==> src/rtl/core/rmsp_pkg.sv <==
// ----------------------------------------------------------------------------
// rmsp_pkg
// Shared constants, types and helpers for the regret matching step block.
// ----------------------------------------------------------------------------
package rmsp_pkg;

  localparam int REGRET_WIDTH   = 32;
  localparam int PROB_FRAC_BITS = 16;
  localparam int SUM_WIDTH      = 48;

  localparam int RND_W   = 16;
  localparam int ACT_W   = 2;
  localparam int PROB_W  = PROB_FRAC_BITS + 1;
  localparam int POS_W   = REGRET_WIDTH - 1;
  localparam int TOT_W   = POS_W + 2;
  localparam int CUM_W   = PROB_W + 2;
  localparam int CMP_W   = CUM_W + 16;
  localparam int DIV_CNT_W = $clog2(PROB_FRAC_BITS);

  localparam int OUT_PROB_W   = 17;
  localparam int OUT_SUM_W    = 48;
  localparam int IN_W         = 2 * RND_W;
  localparam int OUT_FIELDS_W = 2 * ACT_W + 6 * OUT_PROB_W + 3 * OUT_SUM_W;
  localparam int OUT_W        = ((OUT_FIELDS_W + 7) / 8) * 8;

  localparam logic [PROB_W-1:0] PROB_ONE     = PROB_W'(1) << PROB_FRAC_BITS;
  localparam logic [PROB_W-1:0] PROB_UNIFORM = PROB_W'((64'd1 << PROB_FRAC_BITS) / 3);

  typedef logic [ACT_W-1:0] act_t;

  localparam act_t ACT_ROCK     = 2'd0;
  localparam act_t ACT_PAPER    = 2'd1;
  localparam act_t ACT_SCISSORS = 2'd2;

  localparam logic PLAYER_MY  = 1'b0;
  localparam logic PLAYER_OPP = 1'b1;

  typedef struct packed {
    logic capture;
    logic load_total;
    logic div_start;
    logic div_step;
    logic div_store;
    logic sample;
    logic commit;
    logic player;
    act_t act;
  } rmsp_cmd_t;

  typedef struct packed {
    logic bypass;
  } rmsp_stat_t;

  // +1 win, -1 loss, 0 tie for act against other
  function automatic logic signed [1:0] utility(input act_t act, input act_t other);
    act_t beats;
    act_t loses;
    beats = (other == ACT_SCISSORS) ? ACT_ROCK : act_t'(other + 2'd1);
    loses = (other == ACT_ROCK) ? ACT_SCISSORS : act_t'(other - 2'd1);
    if (act == beats) return 2'sd1;
    if (act == loses) return -2'sd1;
    return 2'sd0;
  endfunction

endpackage

==> src/rtl/core/rmsp_ctrl.sv <==
// ----------------------------------------------------------------------------
// rmsp_ctrl
// Sequencer: strategy build, shared divider steps, sampling and commit.
// ----------------------------------------------------------------------------
module rmsp_ctrl
  import rmsp_pkg::*;
(
  input  logic       clk,
  input  logic       rst_n,
  input  logic       in_tvalid,
  output logic       in_tready,
  output logic       out_tvalid,
  input  logic       out_tready,
  input  rmsp_stat_t stat,
  output rmsp_cmd_t  cmd
);

  typedef enum logic [2:0] {
    S_IDLE, S_TOTAL, S_SETUP, S_DIV, S_STORE, S_SAMPLE, S_FIN
  } state_t;

  state_t               state_r, state_nxt;
  logic [DIV_CNT_W-1:0] cnt_r, cnt_nxt;
  act_t                 act_r, act_nxt;
  logic                 player_r, player_nxt;
  logic                 out_valid_r, out_valid_nxt;
  logic                 slot_free;

  assign in_tready  = (state_r == S_IDLE);
  assign out_tvalid = out_valid_r;
  assign slot_free  = !out_valid_r || out_tready;

  always_comb begin
    state_nxt     = state_r;
    cnt_nxt       = cnt_r;
    act_nxt       = act_r;
    player_nxt    = player_r;
    out_valid_nxt = out_valid_r && !out_tready;
    cmd           = '0;
    cmd.player    = player_r;
    cmd.act       = act_r;
    case (state_r)
      S_IDLE: begin
        if (in_tvalid) begin
          cmd.capture = 1'b1;
          player_nxt  = PLAYER_MY;
          act_nxt     = ACT_ROCK;
          state_nxt   = S_TOTAL;
        end
      end
      S_TOTAL: begin
        cmd.load_total = 1'b1;
        state_nxt      = S_SETUP;
      end
      S_SETUP: begin
        cmd.div_start = 1'b1;
        cnt_nxt       = '0;
        state_nxt     = stat.bypass ? S_STORE : S_DIV;
      end
      S_DIV: begin
        cmd.div_step = 1'b1;
        cnt_nxt      = DIV_CNT_W'(cnt_r + 1'b1);
        if (cnt_r == DIV_CNT_W'(PROB_FRAC_BITS - 1)) begin
          state_nxt = S_STORE;
        end
      end
      S_STORE: begin
        cmd.div_store = 1'b1;
        if (act_r == ACT_SCISSORS) begin
          act_nxt = ACT_ROCK;
          if (player_r == PLAYER_OPP) begin
            state_nxt = S_SAMPLE;
          end else begin
            player_nxt = PLAYER_OPP;
            state_nxt  = S_TOTAL;
          end
        end else begin
          act_nxt   = act_t'(act_r + 1'b1);
          state_nxt = S_SETUP;
        end
      end
      S_SAMPLE: begin
        cmd.sample = 1'b1;
        state_nxt  = S_FIN;
      end
      S_FIN: begin
        if (slot_free) begin
          cmd.commit    = 1'b1;
          out_valid_nxt = 1'b1;
          state_nxt     = S_IDLE;
        end
      end
      default: state_nxt = S_IDLE;
    endcase
  end

  always_ff @(posedge clk) begin
    if (!rst_n) begin
      state_r     <= S_IDLE;
      cnt_r       <= '0;
      act_r       <= ACT_ROCK;
      player_r    <= PLAYER_MY;
      out_valid_r <= 1'b0;
    end else begin
      state_r     <= state_nxt;
      cnt_r       <= cnt_nxt;
      act_r       <= act_nxt;
      player_r    <= player_nxt;
      out_valid_r <= out_valid_nxt;
    end
  end

  a_one_in_flight: assert property (@(posedge clk) disable iff (!rst_n)
    (in_tvalid && in_tready) |=> !in_tready)
    else $error("second transaction accepted while busy");

  a_commit_slot: assert property (@(posedge clk) disable iff (!rst_n)
    cmd.commit |-> (!out_valid_r || out_tready))
    else $error("result overwrote an untaken transaction");

  a_valid_from_fin: assert property (@(posedge clk) disable iff (!rst_n)
    $rose(out_valid_r) |-> $past(state_r == S_FIN))
    else $error("result raised outside commit");

endmodule

==> src/rtl/core/rmsp_dp.sv <==
// ----------------------------------------------------------------------------
// rmsp_dp
// Regret and strategy-sum state, shared restoring divider, sampler, output.
// ----------------------------------------------------------------------------
module rmsp_dp
  import rmsp_pkg::*;
(
  input  logic             clk,
  input  logic             rst_n,
  input  logic [IN_W-1:0]  in_tdata,
  input  rmsp_cmd_t        cmd,
  output rmsp_stat_t       stat,
  output logic [OUT_W-1:0] out_tdata
);

  logic signed [REGRET_WIDTH-1:0] regret_r [2][3];
  logic [SUM_WIDTH-1:0]           sum_r [3];
  logic [SUM_WIDTH-1:0]           sum_new [3];
  logic [PROB_W-1:0]              prob_r [2][3];
  logic [RND_W-1:0]               rnd_r [2];
  act_t                           act_r [2];
  act_t                           act_new [2];
  logic [TOT_W-1:0]               total_r, total_nxt, rem_r, rem_step, num;
  logic [TOT_W:0]                 rem2;
  logic [PROB_FRAC_BITS-1:0]      quot_r;
  logic                           byp_r;
  logic [PROB_W-1:0]              byp_val_r;
  logic                           rem_ge;
  logic [OUT_W-1:0]               out_data_nxt;

  function automatic logic [POS_W-1:0] pos_of(input logic signed [REGRET_WIDTH-1:0] v);
    return (!v[REGRET_WIDTH-1] && (|v)) ? v[POS_W-1:0] : '0;
  endfunction

  function automatic logic below(input logic [RND_W-1:0] r, input logic [CUM_W-1:0] cum);
    logic [CMP_W-1:0] lhs;
    logic [CMP_W-1:0] rhs;
    lhs = CMP_W'(r) << PROB_FRAC_BITS;
    rhs = CMP_W'(cum) << 16;
    return lhs < rhs;
  endfunction

  function automatic act_t draw(input logic [RND_W-1:0] r, input logic [PROB_W-1:0] p0,
                                input logic [PROB_W-1:0] p1);
    logic [CUM_W-1:0] c0;
    logic [CUM_W-1:0] c1;
    c0 = CUM_W'(p0);
    c1 = c0 + CUM_W'(p1);
    if (below(r, c0)) return ACT_ROCK;
    if (below(r, c1)) return ACT_PAPER;
    return ACT_SCISSORS;
  endfunction

  function automatic logic signed [REGRET_WIDTH-1:0] sat_regret(
    input logic signed [REGRET_WIDTH-1:0] v, input logic signed [2:0] d);
    logic signed [REGRET_WIDTH:0] ext;
    ext = {v[REGRET_WIDTH-1], v} + {{(REGRET_WIDTH-2){d[2]}}, d};
    if (ext[REGRET_WIDTH] != ext[REGRET_WIDTH-1]) begin
      return ext[REGRET_WIDTH] ? {1'b1, {(REGRET_WIDTH-1){1'b0}}}
                               : {1'b0, {(REGRET_WIDTH-1){1'b1}}};
    end
    return ext[REGRET_WIDTH-1:0];
  endfunction

  function automatic logic signed [2:0] regret_delta(input act_t a, input act_t self,
                                                     input act_t other);
    logic signed [1:0] ua;
    logic signed [1:0] us;
    ua = utility(a, other);
    us = utility(self, other);
    return {ua[1], ua} - {us[1], us};
  endfunction

  // strategy build and divider
  assign total_nxt = TOT_W'(pos_of(regret_r[cmd.player][0]))
                   + TOT_W'(pos_of(regret_r[cmd.player][1]))
                   + TOT_W'(pos_of(regret_r[cmd.player][2]));
  assign num         = TOT_W'(pos_of(regret_r[cmd.player][cmd.act]));
  assign stat.bypass = (total_r == '0) || (num >= total_r);
  assign rem2        = {rem_r, 1'b0};
  assign rem_ge      = rem2 >= {1'b0, total_r};
  assign rem_step    = rem_ge ? TOT_W'(rem2 - {1'b0, total_r}) : rem2[TOT_W-1:0];

  assign act_new[0] = draw(rnd_r[0], prob_r[0][0], prob_r[0][1]);
  assign act_new[1] = draw(rnd_r[1], prob_r[1][0], prob_r[1][1]);

  always_comb begin
    for (int a = 0; a < 3; a++) begin
      logic [SUM_WIDTH:0] s;
      s = {1'b0, sum_r[a]} + (SUM_WIDTH + 1)'(prob_r[0][a]);
      sum_new[a] = s[SUM_WIDTH] ? {SUM_WIDTH{1'b1}} : s[SUM_WIDTH-1:0];
    end
  end

  assign out_data_nxt = {
    (OUT_W - OUT_FIELDS_W)'(0),
    OUT_SUM_W'(sum_new[2]), OUT_SUM_W'(sum_new[1]), OUT_SUM_W'(sum_new[0]),
    OUT_PROB_W'(prob_r[1][2]), OUT_PROB_W'(prob_r[1][1]), OUT_PROB_W'(prob_r[1][0]),
    OUT_PROB_W'(prob_r[0][2]), OUT_PROB_W'(prob_r[0][1]), OUT_PROB_W'(prob_r[0][0]),
    act_r[1], act_r[0]
  };

  // payload registers
  always_ff @(posedge clk) begin
    if (cmd.capture) begin
      rnd_r[0] <= in_tdata[RND_W-1:0];
      rnd_r[1] <= in_tdata[IN_W-1:RND_W];
    end
    if (cmd.load_total) begin
      total_r <= total_nxt;
    end
    if (cmd.div_start) begin
      rem_r     <= num;
      quot_r    <= '0;
      byp_r     <= stat.bypass;
      byp_val_r <= (total_r == '0) ? PROB_UNIFORM : PROB_ONE;
    end
    if (cmd.div_step) begin
      rem_r  <= rem_step;
      quot_r <= {quot_r[PROB_FRAC_BITS-2:0], rem_ge};
    end
    if (cmd.div_store) begin
      prob_r[cmd.player][cmd.act] <= byp_r ? byp_val_r : PROB_W'(quot_r);
    end
    if (cmd.sample) begin
      act_r[0] <= act_new[0];
      act_r[1] <= act_new[1];
    end
    if (cmd.commit) begin
      out_tdata <= out_data_nxt;
    end
  end

  // learning state
  always_ff @(posedge clk) begin
    if (!rst_n) begin
      for (int a = 0; a < 3; a++) begin
        regret_r[0][a] <= '0;
        regret_r[1][a] <= '0;
        sum_r[a]       <= '0;
      end
    end else if (cmd.commit) begin
      for (int a = 0; a < 3; a++) begin
        regret_r[0][a] <= sat_regret(regret_r[0][a],
                                     regret_delta(act_t'(a), act_r[0], act_r[1]));
        regret_r[1][a] <= sat_regret(regret_r[1][a],
                                     regret_delta(act_t'(a), act_r[1], act_r[0]));
        sum_r[a]       <= sum_new[a];
      end
    end
  end

  a_sum_monotone: assert property (@(posedge clk) disable iff (!rst_n)
    cmd.commit |=> (sum_r[0] >= $past(sum_r[0])) && (sum_r[1] >= $past(sum_r[1]))
                   && (sum_r[2] >= $past(sum_r[2])))
    else $error("strategy sum decreased");

endmodule

==> src/rtl/core/regret_matching_self_play_step_top.sv <==
// ----------------------------------------------------------------------------
// regret_matching_self_play_step_top
// One regret matching self-play iteration of rock-paper-scissors per transaction.
// ----------------------------------------------------------------------------
// One input transaction runs one iteration. The single shared restoring
// divider forms each of the six normalized probabilities in turn, one quotient
// bit per cycle; a probability with no positive regret total, or whose regret
// equals the total, skips the divider. The next transaction is taken as soon
// as the result is registered, even while it still waits for out_tready.
module regret_matching_self_play_step_top
  import rmsp_pkg::*;
(
  input  logic             clk,
  input  logic             rst_n,
  input  logic             in_tvalid,
  output logic             in_tready,
  input  logic [IN_W-1:0]  in_tdata,   // my_random, opp_random
  output logic             out_tvalid,
  input  logic             out_tready,
  output logic [OUT_W-1:0] out_tdata   // my_action, opp_action, my_prob_0..2,
                                       // opp_prob_0..2, my_sum_0..2, zero pad
);

  rmsp_cmd_t  cmd;
  rmsp_stat_t stat;

  rmsp_ctrl u_ctrl (
    .clk        (clk),
    .rst_n      (rst_n),
    .in_tvalid  (in_tvalid),
    .in_tready  (in_tready),
    .out_tvalid (out_tvalid),
    .out_tready (out_tready),
    .stat       (stat),
    .cmd        (cmd)
  );

  rmsp_dp u_dp (
    .clk       (clk),
    .rst_n     (rst_n),
    .in_tdata  (in_tdata),
    .cmd       (cmd),
    .stat      (stat),
    .out_tdata (out_tdata)
  );

endmodule

==> config.mk <==
export PLATFORM = sky130hd
export DESIGN_NAME = regret_matching_self_play_step_top
export DESIGN_NICKNAME = d
export VERILOG_FILES = /design/src/rtl/core/rmsp_pkg.sv /design/src/rtl/core/rmsp_ctrl.sv /design/src/rtl/core/rmsp_dp.sv /design/src/rtl/core/regret_matching_self_play_step_top.sv
export SDC_FILE = /design/constraint.sdc
export NUM_CORES = 2
export LEC_CHECK = 0
export BUFFER_PORTS_ARGS = -buffer_cell sky130_fd_sc_hd__buf_4
export CORE_MARGIN = 5
export CORE_UTILIZATION = 35
export CTS_BUF_LIST = sky130_fd_sc_hd__clkbuf_4
export DETAILED_ROUTE_END_ITERATION = 12
export HOLD_SLACK_MARGIN = 0.12
export MAX_ROUTING_LAYER = met4
export PLACE_DENSITY_LB_ADDON = 0.08
export RECOVER_POWER = 100
export REMOVE_ABC_BUFFERS = 1
export SLEW_MARGIN = 20
export SYNTH_ARGS = -nofsm -noshare
export SYNTH_HDL_FRONTEND = slang
export SYNTH_HIERARCHICAL = 1
export SYNTH_SLANG_ARGS = --single-unit
==> constraint.sdc <==
create_clock -name clk -period 32.5 [get_ports clk]
set_input_delay 6.5 -clock clk [delete_from_list [all_inputs] [get_ports clk]]
set_output_delay 6.5 -clock clk [all_outputs]
set_load 0.1 [all_outputs]
==> impl_results.md <==
- Clk_skew: between 0.08 and 0.09 ns
- Post-synthesis sequential element count: 820
- Class of the worst hold path: flop to flop
- Yosys top cell area share: between 40% and 50%
- Die H: 425 um
- Routed Antenna Nets: 0
- Leakage Power: ~29 nW
- CP arrival: between 20 and 25 ns
- Status: finished with violations
- TNS Setup: 0 ns
- Ys Warns: 6
- Clk_lat worst skew: about 1.2 ns
- Post-CTS Setup Repair Bufs: 0
- CP required: between 30 and 40 ns
- Port-buffer cells: 287
- Vias in the first global route: between 40000 and 50000
- Max rail drop VDD: about 28 uV
- TritonCTS buffer count: roughly 220
- Critical Path Fanout Max: 66
- Ys flop type: edfxtp_1
- Row count: 152
- Post-Syn Area: 0.0603 mm2
- Hold Fails Final Rpt: 0
- Slew margin rel.: -353%
- Clock Tree Buf Depth: 3
- CORE AREA: between 0.15 and 0.2 mm2
- Pwr dens: 43.3 mW/mm2
- Failing checks: max-capacitance violations, max-slew violations
- Worst path bufs/invs: 5
- Slowest-stage cell, CP: clkbuf_1
- Top Family by Delay on Critical Path: buffers and inverters
- Critical path endpoint category: flop
- Leading cell type by number of instances after synthesis: edfxtp_1
- EDFF count, synth: between 800 and 900
- Area growth, synth to finish: 10.7%
- Final core area utilization: about two fifths
- Crit path cell chain: clkbuf_4 -> nand2b_1 -> nor2b_1 -> nand2b_1 -> clkbuf_1 -> clkbuf_1 -> clkbuf_1 -> clkbuf_1
- Total GRT Usage: approximately a fifth
- Hpwl dp: 146 mm
- Most common cell on crit path: clkbuf_1
- # clock sinks: between 800 and 900
- Synth area leaders: edfxtp_1 (40%), ha_1 (9.3%), fa_1 (7.6%), inv_1 (5.0%), a21oi_1 (3.9%)
- Syn Inst Count: between 5000 and 6000
- Post-route DRC violation count: 0
- First drt pass iteration count: 6
- Fin crit period: around 19 ns
- Largest net degree at the start of global routing: 150
- GPL Wtd Cong: 0.935
- CTS tree: done
- Final WL: approximately 190 mm
- First-pass GRT wire length: ~280 mm
- Slowest stage delay, CP: approximately 2.8 ns
- H-tree depth: 4
- RSZ-0062 raised after global routing: no
- CTS resizes: 0
- Drt wl/cell: about 21 um
- Yosys top cell by area: edfxtp_1
- Ys async rst share: 0%
- # hold bufs at CTS: 0
- CTS clk-pin slew, worst paths: 0.06 ns
- Endpoints failing setup: 0
- CP Class: input pin to flop
- Initial antenna violation count: 9
- Share of cells above drive strength 1: under 10%
- Slew @ Worst Pin: around 6.8 ns
- Sequential element share of the synthesized area: between 40% and 50%
- Initial DRC Count: 3210
- I/O Pins: roughly 290
- Die width: approximately 430 um
- Period utilisation layout: roughly three fifths
- Netlist cell types: around 110
- Fmax: just over 50 MHz
- Critical Path Start Type: input pin
- Max Slew Vio Count: about 1400
- DR vias: between 40000 and 50000
- Root Buffer: clkbuf_4
- Final net count: around 7100
- Remaining Overflow, GRT: 0
- Initial Utilization: 35.2%
- Synth cell count leaders: edfxtp_1 (809), inv_1 (807), nand2_1 (537), a21oi_1 (471), ha_1 (446)
- Syn Area/Cell: about 10 um2
- Die ar.: 0.181 mm2
- Vias per std cell: ~5.2
- Max cap viols: 34
[metal layers]
metal,routed length (um),global-route usage (%)
met5,0,-
met1,86100,27.5
met2,88500,33.7
met4,6190,7.16
met3,7920,2.89
[path summary, 6_finish.rpt]
check | start | end | depth (start not counted) | slack [ns]
worst min-delay path | u_dp/prob_r[1][14] | u_dp/out_tdata[103] | 0 | 0.40
worst min register to register | u_dp/prob_r[1][14] | u_dp/out_tdata[103] | 0 | 0.40
worst max register to register | u_ctrl/state_r[2] | u_dp/regret_r[1][6] | 7 | 17.85
worst max-delay path | out_tready | u_dp/regret_r[1][6] | 8 | 13.20
[per-stage QoR]
step                worst slack (ns)  power (mW)  area [um2]  hold slack [ns]  std cells
finish                         13.20        2.89       66800            0.399       8865
detailed placement             20.99        1.98       65100            0.405       8449
floorplan                       3.80        1.78       59500            0.400       5794
global route                   12.41        3.08       66800            0.409       8865
CTS                            22.39        2.95       68000            0.398       8859
global placement               21.06        1.99       65100            0.403       8449
[worst register-to-register path, delay by kind of cell (launching register included)]
family                 cells  cell delay, ns
buffers and inverters      4           10.46
flip-flops                 1            0.65
AND/OR/NAND/NOR            3            3.03
[placed cells by master (no fill, tap or decap), types with 16 or more instances in the layout]
cell type    n
and2_0      16
a21oi_1    471
clkinv_2    17
inv_1      801
o31ai_1     27
clkbuf_1   296
buf_4       19
mux2i_1     25
or2_2       18
o21ai_0    335
mux2_2      16
and4_1      20
and2_1      40
nor3_1      76
a211oi_1    46
o21bai_1    46
o21a_1      71
a21o_1     294
fa_1       230
xor2_1     158
edfxtp_1   809
clkbuf_4   335
xnor2_1    196
or3_1       25
a31oi_1     55
ha_1       444
nand2_1    537
nand2b_1    44
a22oi_1     28
nor4_1      60
nor2_1     253
nand4_1     53
o211ai_1    43
a2111oi_0   20
nor2b_1     54
clkinv_1    73
nand3_1     93
and3_1      88
mux4_2      32
[final cells by class]
cell class | count | area, um2
Antenna cell | 5 | 12.5
Timing Repair Buffer | 346 | 1490
Inverter | 808 | 3040
Tap cell | 2310 | 2890
Clock inverter | 105 | 566
Multi-Input combinational cell | 4166 | 31900
Sequential cell | 820 | 24500
Clock buffer | 305 | 2290
Fill cell | 17472 | 105000
[power by group]
part	internal, mW	total [mW]	switching, mW
Sequential	1.23	1.28	0.0440
Combinational	0.247	0.684	0.437
Clock	0.458	0.933	0.475
[flip-flops by register name (all words and copies together) (netlist names)]
signal,count
u_dp/out_tdata,250
u_dp/regret_r,192
u_dp/sum_r,144
u_dp/prob_r,102
u_dp/rem_r,33
u_dp/total_r,33
u_dp/rnd_r,32
u_dp/quot_r,16
u_ctrl/cnt_r,4
u_dp/act_r,4
u_ctrl/state_r,3
u_ctrl/act_r,2
u_dp/byp_val_r,2
u_ctrl/out_tvalid,1
u_ctrl/player_r,1
u_dp/byp_r,1
[logic make-up after synthesis]
| group | synth area share [%] |
|---|---|
| AOI/OAI and AO/OA | 17.4 |
| buffers and inverters | 6.42 |
| DFF | 40.6 |
| adders and majority gates | 16.9 |
| other | 0.00622 |
| xor gates and xnor gates | 5.24 |
| muxes | 1.93 |
| and+or+nand+nor | 11.5 |
Power figures use the tool's default switching activity.
